<file path="config.mk">
export PLATFORM = sky130hd
export DESIGN_NAME = button_menu_clock_set_fsm
export DESIGN_NICKNAME = d
export VERILOG_FILES = /design/src/bmcs_pkg.sv /design/src/bmcs_edit.sv /design/src/bmcs_ctrl.sv /design/src/button_menu_clock_set_fsm.sv
export SDC_FILE = /design/constraint.sdc
export NUM_CORES = 1
export LEC_CHECK = 0
export BUFFER_PORTS_ARGS = -buffer_cell sky130_fd_sc_hd__buf_2
export CAP_MARGIN = 20
export CORE_MARGIN = 2
export CORE_UTILIZATION = 50
export CTS_CLUSTER_DIAMETER = 200
export DETAILED_ROUTE_END_ITERATION = 16
export PLACE_DENSITY_LB_ADDON = 0.08
export SLEW_MARGIN = 10
export SYNTH_ARGS = -nofsm -noshare
export SYNTH_HDL_FRONTEND = slang
export SYNTH_HIERARCHICAL = 1
export SYNTH_SLANG_ARGS = --single-unit
</file>
<file path="constraint.sdc">
create_clock -name i_clk -period 6.1 [get_ports i_clk]
set_input_delay 0 -clock i_clk [delete_from_list [all_inputs] [get_ports i_clk]]
set_output_delay 0 -clock i_clk [all_outputs]
set_load 0.05 [all_outputs]
</file>
<file path="src/bmcs_pkg.sv">
// Shared types and constants for the button menu and clock-set controller.
// Used by every module under src; no dependencies.
package bmcs_pkg;

    localparam int MENU_ENTRIES_DEF = 5;

    localparam int APB_AW = 3;
    localparam int APB_DW = 32;
    localparam int BLINK_W = 10;

    localparam logic             REG_BLINK_PERIOD = 1'b0;
    localparam logic [BLINK_W-1:0] BLINK_RESET    = 10'd50;

    localparam logic [4:0] HOUR12_MAX  = 5'd12;
    localparam logic [4:0] HOUR24_MAX  = 5'd23;
    localparam logic [5:0] MINSEC_MAX  = 6'd59;
    localparam logic [4:0] DAY_MAX     = 5'd31;
    localparam logic [3:0] MONTH_MAX   = 4'd12;
    localparam logic [6:0] YEAR_MAX    = 7'd99;
    localparam logic [5:0] SECOND_NONE = 6'd60;

    localparam logic [2:0] FIELD_HOUR   = 3'd0;
    localparam logic [2:0] FIELD_MINUTE = 3'd1;
    localparam logic [2:0] FIELD_SECOND = 3'd2;
    localparam logic [2:0] FIELD_AMPM   = 3'd3;
    localparam logic [2:0] FIELD_DAY    = 3'd4;
    localparam logic [2:0] FIELD_MONTH  = 3'd5;
    localparam logic [2:0] FIELD_YEAR   = 3'd6;
    localparam logic [2:0] FIELD_DONE   = 3'd7;

    typedef enum logic [1:0] {
        KIND_NONE = 2'd0,
        KIND_K1   = 2'd1,
        KIND_K2   = 2'd2,
        KIND_BOTH = 2'd3
    } t_kind;

    typedef enum logic [3:0] {
        MODE_BOOT   = 4'd0,
        MODE_HOME   = 4'd1,
        MODE_MENU   = 4'd2,
        MODE_PAGE0  = 4'd3,
        MODE_PAGE1  = 4'd4,
        MODE_PAGE2  = 4'd5,
        MODE_TIME   = 4'd6,
        MODE_FORMAT = 4'd7,
        MODE_EDIT   = 4'd8,
        MODE_SAVE   = 4'd9
    } t_mode;

    typedef struct packed {
        logic       twelve;
        logic       pm;
        logic [5:0] second;
        logic [5:0] minute;
        logic [4:0] hour;
    } t_clock;

    typedef struct packed {
        logic [6:0] year;
        logic [3:0] month;
        logic [4:0] day;
    } t_date;

    typedef struct packed {
        logic [1:0] kind;
        logic [4:0] now_hour;
        logic [5:0] now_minute;
        logic [5:0] now_second;
        logic       now_pm;
        logic       now_twelve_hour;
        logic [4:0] now_day;
        logic [3:0] now_month;
        logic [6:0] now_year;
    } t_request;

    typedef struct packed {
        logic [3:0]  ui_mode;
        logic [2:0]  menu_pos;
        logic [2:0]  field_sel;
        logic        blink_on;
        logic        format_pick;
        logic        save_pick;
        logic        redraw;
        logic        write_clock;
        logic [18:0] edit_clock_word;
        logic [15:0] edit_date_word;
    } t_result;

    typedef struct packed {
        logic       load;
        logic       convert;
        logic       to_twelve;
        logic       step;
        logic       up;
        logic [2:0] field;
    } t_edit_ctl;

endpackage

</file>
<file path="src/bmcs_edit.sv">
// Edit-copy datapath: load from live clock, 12/24-hour conversion, field step.
// Depends on bmcs_pkg.
module bmcs_edit
    import bmcs_pkg::*;
(
    input  t_clock    i_clock,
    input  t_date     i_date,
    input  t_edit_ctl i_ctl,
    input  t_request  i_req,
    output t_clock    o_clock,
    output t_date     o_date
);

    logic [5:0] hour_inc;
    logic [6:0] min_inc;
    logic [6:0] sec_inc;
    logic [5:0] day_inc;
    logic [4:0] month_inc;
    logic [7:0] year_inc;

    assign hour_inc  = {1'b0, i_clock.hour} + 6'd1;
    assign min_inc   = {1'b0, i_clock.minute} + 7'd1;
    assign sec_inc   = {1'b0, i_clock.second} + 7'd1;
    assign day_inc   = {1'b0, i_date.day} + 6'd1;
    assign month_inc = {1'b0, i_date.month} + 5'd1;
    assign year_inc  = {1'b0, i_date.year} + 8'd1;

    always_comb begin
        o_clock = i_clock;
        o_date  = i_date;
        if (i_ctl.load) begin
            o_clock.hour   = i_req.now_hour;
            o_clock.minute = i_req.now_minute;
            o_clock.second = i_req.now_second;
            o_clock.pm     = i_req.now_pm;
            o_clock.twelve = i_req.now_twelve_hour;
            o_date.day     = i_req.now_day;
            o_date.month   = i_req.now_month;
            o_date.year    = i_req.now_year;
        end else if (i_ctl.convert) begin
            if (i_ctl.to_twelve) begin
                if (i_clock.hour == 5'd0) begin
                    o_clock.hour = HOUR12_MAX;
                    o_clock.pm   = 1'b0;
                end else if (i_clock.hour == HOUR12_MAX) begin
                    o_clock.pm = 1'b1;
                end else if (i_clock.hour > HOUR12_MAX) begin
                    o_clock.hour = i_clock.hour - HOUR12_MAX;
                    o_clock.pm   = 1'b1;
                end else begin
                    o_clock.pm = 1'b0;
                end
            end else begin
                if (i_clock.pm && i_clock.hour < HOUR12_MAX) begin
                    o_clock.hour = i_clock.hour + HOUR12_MAX;
                end
                if (!i_clock.pm && i_clock.hour == HOUR12_MAX) begin
                    o_clock.hour = 5'd0;
                end
                o_clock.pm = 1'b0;
            end
            o_clock.twelve = i_ctl.to_twelve;
        end else if (i_ctl.step) begin
            case (i_ctl.field)
                FIELD_HOUR: begin
                    if (i_clock.twelve) begin
                        if (i_ctl.up) begin
                            o_clock.hour = (hour_inc > {1'b0, HOUR12_MAX}) ? 5'd1
                                                                          : hour_inc[4:0];
                        end else begin
                            o_clock.hour = (i_clock.hour <= 5'd1) ? HOUR12_MAX
                                                                 : i_clock.hour - 5'd1;
                        end
                    end else begin
                        if (i_ctl.up) begin
                            o_clock.hour = (hour_inc > {1'b0, HOUR24_MAX}) ? 5'd0
                                                                          : hour_inc[4:0];
                        end else begin
                            o_clock.hour = (i_clock.hour == 5'd0) ? HOUR24_MAX
                                                                 : i_clock.hour - 5'd1;
                        end
                    end
                end
                FIELD_MINUTE: begin
                    if (i_ctl.up) begin
                        o_clock.minute = (min_inc > {1'b0, MINSEC_MAX}) ? 6'd0 : min_inc[5:0];
                    end else begin
                        o_clock.minute = (i_clock.minute == 6'd0) ? MINSEC_MAX
                                                                 : i_clock.minute - 6'd1;
                    end
                end
                FIELD_SECOND: begin
                    if (i_ctl.up) begin
                        o_clock.second = (sec_inc > {1'b0, MINSEC_MAX}) ? 6'd0 : sec_inc[5:0];
                    end else begin
                        o_clock.second = (i_clock.second == 6'd0) ? MINSEC_MAX
                                                                 : i_clock.second - 6'd1;
                    end
                end
                FIELD_AMPM: begin
                    o_clock.pm = ~i_clock.pm;
                end
                FIELD_DAY: begin
                    if (i_ctl.up) begin
                        o_date.day = (day_inc > {1'b0, DAY_MAX}) ? 5'd1 : day_inc[4:0];
                    end else begin
                        o_date.day = (i_date.day <= 5'd1) ? DAY_MAX : i_date.day - 5'd1;
                    end
                end
                FIELD_MONTH: begin
                    if (i_ctl.up) begin
                        o_date.month = (month_inc > {1'b0, MONTH_MAX}) ? 4'd1 : month_inc[3:0];
                    end else begin
                        o_date.month = (i_date.month <= 4'd1) ? MONTH_MAX
                                                             : i_date.month - 4'd1;
                    end
                end
                FIELD_YEAR: begin
                    if (i_ctl.up) begin
                        o_date.year = (year_inc > {1'b0, YEAR_MAX}) ? 7'd0 : year_inc[6:0];
                    end else begin
                        o_date.year = (i_date.year == 7'd0) ? YEAR_MAX : i_date.year - 7'd1;
                    end
                end
                default: begin
                end
            endcase
        end
    end

endmodule

</file>
<file path="src/bmcs_ctrl.sv">
// UI mode state machine with menu, field, choice, blink and edit-copy registers.
// Depends on bmcs_pkg and bmcs_edit.
module bmcs_ctrl
    import bmcs_pkg::*;
#(
    parameter int MENU_ENTRIES = MENU_ENTRIES_DEF
) (
    input  logic               i_clk,
    input  logic               i_rst_n,
    input  logic               i_step,
    input  t_request           i_req,
    input  logic [BLINK_W-1:0] i_blink_period,
    output t_result            o_res
);

    localparam logic [3:0] MENU_N    = 4'(MENU_ENTRIES);
    localparam logic [2:0] MENU_LAST = 3'(MENU_ENTRIES - 1);

    t_mode              r_mode, n_mode;
    logic [2:0]         r_menu, n_menu;
    logic [2:0]         r_field, n_field;
    logic               r_format, n_format;
    logic               r_save, n_save;
    logic               r_blink, n_blink;
    logic [BLINK_W-1:0] r_blink_cnt, n_blink_cnt;
    logic [5:0]         r_seen_sec, n_seen_sec;
    t_clock             r_clock, n_clock;
    t_date              r_date, n_date;

    t_kind              kind;
    t_edit_ctl          edit_ctl;
    logic               redraw;
    logic               write_clock;
    logic [3:0]         menu_inc;
    logic               menu_exit;
    logic [2:0]         fld_inc;
    logic [2:0]         fld_skip;
    logic               fld_done;
    logic [BLINK_W-1:0] blink_inc;
    logic               sec_changed;

    assign kind        = t_kind'(i_req.kind);
    assign menu_inc    = {1'b0, r_menu} + 4'd1;
    assign menu_exit   = ({1'b0, r_menu} >= MENU_N - 4'd1);
    assign fld_inc     = r_field + 3'd1;
    assign fld_skip    = (!r_clock.twelve && fld_inc == FIELD_AMPM) ? FIELD_DAY : fld_inc;
    assign fld_done    = (fld_skip == FIELD_DONE) || (fld_skip == FIELD_HOUR);
    assign blink_inc   = r_blink_cnt + BLINK_W'(1);
    assign sec_changed = (i_req.now_second != r_seen_sec);

    // next mode
    always_comb begin
        n_mode = r_mode;
        unique case (r_mode)
            MODE_BOOT: n_mode = MODE_HOME;
            MODE_HOME: begin
                if (kind == KIND_BOTH) n_mode = MODE_MENU;
            end
            MODE_MENU: begin
                if (kind == KIND_BOTH) begin
                    if (menu_exit) begin
                        n_mode = MODE_HOME;
                    end else begin
                        case (r_menu)
                            3'd0:    n_mode = MODE_PAGE0;
                            3'd1:    n_mode = MODE_PAGE1;
                            3'd2:    n_mode = MODE_PAGE2;
                            3'd3:    n_mode = MODE_TIME;
                            default: n_mode = MODE_MENU;
                        endcase
                    end
                end
            end
            MODE_PAGE0, MODE_PAGE1, MODE_PAGE2: begin
                if (kind == KIND_BOTH) n_mode = MODE_MENU;
            end
            MODE_TIME: begin
                case (kind) inside
                    KIND_BOTH:        n_mode = MODE_FORMAT;
                    KIND_K1, KIND_K2: n_mode = MODE_MENU;
                    default:          n_mode = MODE_TIME;
                endcase
            end
            MODE_FORMAT: begin
                if (kind == KIND_BOTH) n_mode = MODE_EDIT;
            end
            MODE_EDIT: begin
                if (kind == KIND_BOTH && fld_done) n_mode = MODE_SAVE;
            end
            MODE_SAVE: begin
                if (kind == KIND_BOTH) n_mode = MODE_TIME;
            end
            default: n_mode = MODE_HOME;
        endcase
    end

    // register updates and strobes
    always_comb begin
        n_menu      = r_menu;
        n_field     = r_field;
        n_format    = r_format;
        n_save      = r_save;
        n_blink     = r_blink;
        n_blink_cnt = r_blink_cnt;
        n_seen_sec  = r_seen_sec;
        redraw      = 1'b0;
        write_clock = 1'b0;
        edit_ctl    = '0;
        edit_ctl.field     = r_field;
        edit_ctl.up        = (kind == KIND_K1);
        edit_ctl.to_twelve = r_format;
        unique case (r_mode)
            MODE_HOME: begin
                if (kind == KIND_BOTH) begin
                    redraw = 1'b1;
                end else if (sec_changed) begin
                    n_seen_sec = i_req.now_second;
                    redraw     = 1'b1;
                end
            end
            MODE_MENU: begin
                case (kind)
                    KIND_K1: begin
                        n_menu = (menu_inc >= MENU_N) ? 3'd0 : menu_inc[2:0];
                        redraw = 1'b1;
                    end
                    KIND_K2: begin
                        n_menu = (r_menu == 3'd0 || {1'b0, r_menu} >= MENU_N) ? MENU_LAST
                                                                           : r_menu - 3'd1;
                        redraw = 1'b1;
                    end
                    KIND_BOTH: begin
                        if (menu_exit) n_menu = 3'd0;
                        redraw = 1'b1;
                    end
                    default: begin
                    end
                endcase
            end
            MODE_PAGE0, MODE_PAGE1, MODE_PAGE2: begin
                if (kind == KIND_BOTH) redraw = 1'b1;
            end
            MODE_TIME: begin
                case (kind) inside
                    KIND_BOTH: begin
                        edit_ctl.load = 1'b1;
                        n_format      = i_req.now_twelve_hour;
                        redraw        = 1'b1;
                    end
                    KIND_K1, KIND_K2: redraw = 1'b1;
                    default: begin
                    end
                endcase
                if (sec_changed) begin
                    n_seen_sec = i_req.now_second;
                    redraw     = 1'b1;
                end
            end
            MODE_FORMAT: begin
                case (kind) inside
                    KIND_K1, KIND_K2: begin
                        n_format = ~r_format;
                        redraw   = 1'b1;
                    end
                    KIND_BOTH: begin
                        edit_ctl.convert = (r_format != r_clock.twelve);
                        n_field          = FIELD_HOUR;
                        redraw           = 1'b1;
                    end
                    default: begin
                    end
                endcase
            end
            MODE_EDIT: begin
                case (kind) inside
                    KIND_BOTH: begin
                        if (fld_done) begin
                            n_field = FIELD_DONE;
                            n_save  = 1'b1;
                        end else begin
                            n_field = fld_skip;
                        end
                        redraw = 1'b1;
                    end
                    KIND_K1, KIND_K2: begin
                        edit_ctl.step = 1'b1;
                        redraw        = 1'b1;
                    end
                    default: begin
                    end
                endcase
                if (blink_inc >= i_blink_period) begin
                    n_blink_cnt = '0;
                    n_blink     = ~r_blink;
                    redraw      = 1'b1;
                end else begin
                    n_blink_cnt = blink_inc;
                end
            end
            MODE_SAVE: begin
                case (kind) inside
                    KIND_K1, KIND_K2: begin
                        n_save = ~r_save;
                        redraw = 1'b1;
                    end
                    KIND_BOTH: begin
                        write_clock = r_save;
                        redraw      = 1'b1;
                    end
                    default: begin
                    end
                endcase
            end
            default: redraw = 1'b1;
        endcase
    end

    bmcs_edit u_edit (
        .i_clock (r_clock),
        .i_date  (r_date),
        .i_ctl   (edit_ctl),
        .i_req   (i_req),
        .o_clock (n_clock),
        .o_date  (n_date)
    );

    always_ff @(posedge i_clk) begin
        if (!i_rst_n) begin
            r_mode      <= MODE_BOOT;
            r_menu      <= 3'd0;
            r_field     <= FIELD_HOUR;
            r_format    <= 1'b0;
            r_save      <= 1'b1;
            r_blink     <= 1'b1;
            r_blink_cnt <= '0;
            r_seen_sec  <= SECOND_NONE;
            r_clock     <= '0;
            r_date      <= '0;
        end else if (i_step) begin
            r_mode      <= n_mode;
            r_menu      <= n_menu;
            r_field     <= n_field;
            r_format    <= n_format;
            r_save      <= n_save;
            r_blink     <= n_blink;
            r_blink_cnt <= n_blink_cnt;
            r_seen_sec  <= n_seen_sec;
            r_clock     <= n_clock;
            r_date      <= n_date;
        end
    end

    always_comb begin
        o_res.ui_mode         = n_mode;
        o_res.menu_pos        = n_menu;
        o_res.field_sel       = n_field;
        o_res.blink_on        = n_blink;
        o_res.format_pick     = n_format;
        o_res.save_pick       = n_save;
        o_res.redraw          = redraw;
        o_res.write_clock     = write_clock;
        o_res.edit_clock_word = n_clock;
        o_res.edit_date_word  = n_date;
    end

endmodule

</file>
<file path="src/button_menu_clock_set_fsm.sv">
// Button menu and clock-set controller: request and result registers, APB
// blink-period register. Depends on bmcs_pkg and bmcs_ctrl.
//
// One button poll per request, one result per request. Requests are taken in
// every clock cycle while the result side keeps up; a result passes through the
// request register, then one next-state pass into the result register. A
// stalled result holds the pipe; the request register still takes one more
// poll only if it is empty. The blink period is written through the APB port
// at byte addresses 0 to 3 (paddr[2] low) and reads back there; there is no
// clearing pass after reset.
module button_menu_clock_set_fsm
    import bmcs_pkg::*;
#(
    parameter int MENU_ENTRIES = MENU_ENTRIES_DEF
) (
    input  logic              i_clk,
    input  logic              i_rst_n,
    input  logic              i_req_valid,
    output logic              o_req_ready,
    input  t_request          i_req,
    output logic              o_res_valid,
    input  logic              i_res_ready,
    output t_result           o_res,
    input  logic              psel,
    input  logic              penable,
    input  logic              pwrite,
    input  logic [APB_AW-1:0] paddr,
    input  logic [APB_DW-1:0] pwdata,
    output logic [APB_DW-1:0] prdata,
    output logic              pready
);

    logic               r_in_valid;
    t_request           r_in;
    logic               r_out_valid;
    t_result            r_out;
    logic [BLINK_W-1:0] r_blink_period;
    logic               advance;
    logic               reg_sel;
    t_result            step_res;

    assign advance     = r_in_valid && (!r_out_valid || i_res_ready);
    assign o_req_ready = !r_in_valid || advance;
    assign o_res_valid = r_out_valid;
    assign o_res       = r_out;

    assign pready  = 1'b1;
    assign reg_sel = (paddr[APB_AW-1] == REG_BLINK_PERIOD);
    assign prdata  = reg_sel ? {{(APB_DW-BLINK_W){1'b0}}, r_blink_period} : '0;

    always_ff @(posedge i_clk) begin
        if (!i_rst_n) begin
            r_blink_period <= BLINK_RESET;
        end else if (psel && penable && pwrite && reg_sel) begin
            r_blink_period <= pwdata[BLINK_W-1:0];
        end
    end

    always_ff @(posedge i_clk) begin
        if (!i_rst_n) begin
            r_in_valid <= 1'b0;
        end else if (o_req_ready) begin
            r_in_valid <= i_req_valid;
        end
    end

    always_ff @(posedge i_clk) begin
        if (i_req_valid && o_req_ready) begin
            r_in <= i_req;
        end
    end

    bmcs_ctrl #(
        .MENU_ENTRIES (MENU_ENTRIES)
    ) u_ctrl (
        .i_clk          (i_clk),
        .i_rst_n        (i_rst_n),
        .i_step         (advance),
        .i_req          (r_in),
        .i_blink_period (r_blink_period),
        .o_res          (step_res)
    );

    always_ff @(posedge i_clk) begin
        if (!i_rst_n) begin
            r_out_valid <= 1'b0;
        end else if (advance) begin
            r_out_valid <= 1'b1;
        end else if (i_res_ready) begin
            r_out_valid <= 1'b0;
        end
    end

    always_ff @(posedge i_clk) begin
        if (advance) begin
            r_out <= step_res;
        end
    end

    a_write_in_time: assert property (@(posedge i_clk) disable iff (!i_rst_n)
        o_res_valid && o_res.write_clock |-> o_res.ui_mode == MODE_TIME && o_res.save_pick)
        else $error("write strobe outside a save that returns to the time view");

    a_save_field_done: assert property (@(posedge i_clk) disable iff (!i_rst_n)
        o_res_valid && o_res.ui_mode == MODE_SAVE |-> o_res.field_sel == FIELD_DONE)
        else $error("save prompt without finished field walk");

    a_held_request: assert property (@(posedge i_clk) disable iff (!i_rst_n)
        r_in_valid && !advance |=> r_in_valid && $stable(r_in))
        else $error("held request lost or changed");

    a_result_pending: assert property (@(posedge i_clk) disable iff (!i_rst_n)
        advance |=> o_res_valid)
        else $error("processed request produced no result");

endmodule
</file>
==> out/results.ini <==
[outcome]
status = finished clean

[sta]
finClkSkew_ns = 0.01062
period_needed_ns = 3.362
tightest_slew_ns = 0.9597
max_slew_margin_pct = 36.02
fin_crit_sh_pct = 55.11
hold_violations = 0
setup-tns-final_ns = 0
fin_ws_ns = 2.738
max_freq_ghz = 0.2975
setup_viol = 0
slew_viol_final = 0
rsz0062_at_grt = false
worst_hold_slack_ns = 0.2539

[clock_network]
cts_buffers = 17
cts.sinks = 163
post_cts_buffers = 0
cts_buffer_depth = 2
path_clk_slew_ns = 0.07
htreeDepth = 4
cts_tree = built
cts_resized = 0
clk_latency_ns = 0.43
root_buffer = clkbuf_16
hold_buffers = 49

[floorplan]
start_util_pct = 50.87
die_w_um = 147.5
die_height_um = 147.5
placementRows = 52
core_area_sq_mm = 0.02023
io_pins = 164
die-area_sq_mm = 0.02175

[global_routing]
grt-ovfl-total = 0
antenna_found_initial = 0
grt_pass1_vias = 7698
grt_max_degree = 100
track_usage_pct = 21.64
grt_pass1_wl_um = 38350

[critical_path]
crit_family = simple AND/OR/NAND/NOR gates
crit_path_end = u_ctrl/r_clock[9]
cp.depth = 11
path_buf_inv = 1
crit_start = r_in[35]
r2r_cells = 11
crit_path_end_kind = flop
path_cells = ha_1 > nand2_1 > nor4_2 > buf_4 > nand2b_1 > or3_1 > or4_1 > a31o_1 > a32oi_1 > mux2i_1 > nor2b_1
required_ns = 6.47
cpPeakStageDelay_ns = 0.56
start_kind = flop
cp_max_fo = 18
r2r-start = r_in[35]
regToRegEndpoint = u_ctrl/r_clock[9]
path_class = flop to flop
cp.arrival_ns = 3.73
ff2ff_setup_slack_ns = 2.74
cp_slowest_cell = or3_1

[pwr]
total_power_mw = 2.501
ir_drop_uv = 151.0
power_density_mw_per_mm2 = 210.8
power_leakage_nw = 4.504

[synthesis]
synth_cell_types = 84
async_reset_ff_share_pct = 0
netlist_instances = 1134
synth_seq_area_share_pct = 40.16
synth_edf_count = 87
synthesis.area_sq_mm = 0.01029
synth_seq_cells = 163
syn_area_per_cell_sq_um = 9.077
ys.flop_type = edfxtp_1
synth_warnings = 6

[flow_run]
max_cap_viol_count = 0

[route]
vias = 8488
routed_via_density = 5.559
first_pass_iters = 7
first_iter_violations = 484
routedWlPerCell_um = 15.32
ant_nets = 0
drc = 0
finalWirelength_um = 23390

[layout]
final_nets = 1368
syn2layout_area_growth_pct = 15.25
seqCellArea_sq_mm = 0.004134
diodes = 0
fillCellCount = 1826
drive_gt1_share_pct = 15.19
final_cell_count_no_fill = 1527
multi_input_area_sq_mm = 0.005545
final_cell_mix = nand2_1 (116), buf_2 (116), edfxtp_1 (87), dfxtp_1 (76), a21oi_1 (67)

[place]
hpwl_um = 14890
gp_congestion = 0.8767
placedCellCount = 1446
place_ws_ns = 2.765
port_buffers = 116

[worst_hold_path]
worstHoldPathType = input port to flop

==> how the worst min path moves through the flow <==
stage / startpoint / slack (ns) / end / cells after the start
CTS: penable / 0.24 / r_blink_period[0] / 3
detailed placement: i_req[28] / 0.18 / r_in[28] / 1
floorplan: i_req[0] / 0.1 / r_in[0] / 0
finish: penable / 0.25 / r_blink_period[0] / 3
global placement: i_req[6] / 0.18 / r_in[6] / 1
global route: penable / 0.26 / r_blink_period[6] / 3
==> layout make-up <==
| class | count | area share (%) |
|---|---|---|
| clock buffers | 21 | 3.797 |
| clock inverters | 11 | 0.6222 |
| inverters | 51 | 1.614 |
| multi-input cells | 838 | 46.74 |
| flip-flops and latches | 163 | 34.84 |
| well taps | 270 | 2.847 |
| repair buffers | 173 | 9.534 |
==> routing by layer <==
| metal | track usage [%] | part of all wire [%] |
|---|---|---|
| met5 | 0 | 0 |
| met4 | 5.673 | 1.2 |
| met3 | 4.074 | 5.0 |
| met2 | 34.93 | 46 |
| met1 | 30.08 | 48 |
==> state kept, by name, summed over array words and instances, names as in the netlist, 4 cells and up <==
name,count
o_res,50
r_in,37
u_ctrl/r_clock,19
u_ctrl/r_date,16
r_blink_period,10
u_ctrl/r_blink_cnt,10
u_ctrl/r_seen_sec,6
u_ctrl/r_mode,4
==> worst min-delay path: stages <==
cell	delay, ns
buf_2	0.09
and4b_1	0.36
mux2i_1	0.18
==> stage by stage <==
stage / area [sq um] / utilization, %
6_report: 11860 / 58.63
5_1_grt: 11860 / 58.63
4_1_cts: 11860 / 58.63
3_5_place_dp: 10850 / 53.62
3_3_place_gp: 10850 / 53.62
2_1_floorplan: 10370 / -
==> where the power goes <==
| part | internal, mW | switching, mW | total (mW) | leakage, nW |
|---|---|---|---|---|
| Clock | 0.534 | 0.448 | 0.981 | 0.268 |
| Sequential | 1.19 | 0.0309 | 1.23 | 1.45 |
| Combinational | 0.0995 | 0.194 | 0.294 | 2.79 |
| Total | 1.83 | 0.673 | 2.50 | 4.50 |
==> synth_stat cells (6+ instances only) <==
cell type	number	area share, %
nor3_1	18	0.88
mux2i_1	53	5.2
nor3b_1	8	0.58
o31ai_1	10	0.73
buf_2	10	0.49
xor2_1	15	1.3
nor4_1	8	0.49
ha_1	45	5.5
a31o_2	9	0.77
and2_1	6	0.36
a21oi_1	68	3.3
a211oi_1	10	0.73
o211ai_1	6	0.44
nand2_1	116	4.2
nand2b_1	23	1.4
a21o_1	9	0.66
buf_4	30	2.2
or3_1	12	0.73
nand4_1	10	0.61
nor2b_1	65	4.0
inv_1	51	1.9
dfxtp_1	76	15
edfxtp_1	87	25
o21ai_0	62	3.0
or2_2	7	0.43
a311oi_1	6	0.51
nand3_1	44	2.1
clkbuf_1	53	1.9
a31oi_1	25	1.5
a21boi_0	10	0.73
nand3b_1	7	0.51
nor2_1	45	1.6
xnor2_1	21	1.8
a211o_1	6	0.51
buf_1	7	0.26
==> cells by family after synthesis <==
logic type / count (synthesis) / synth area share [%]
AO/OA/AOI/OAI: 280 / 18.11
XOR/XNOR: 36 / 3.063
adder cells (fa/ha/maj): 45 / 5.470
buffers and inverters: 154 / 7.050
flip-flops: 163 / 40.16
multiplexers: 57 / 5.591
other: 2 / 0.07296
AND/OR/NAND/NOR: 397 / 20.48
No activity file was read; power rests on OpenSTA's default activity.
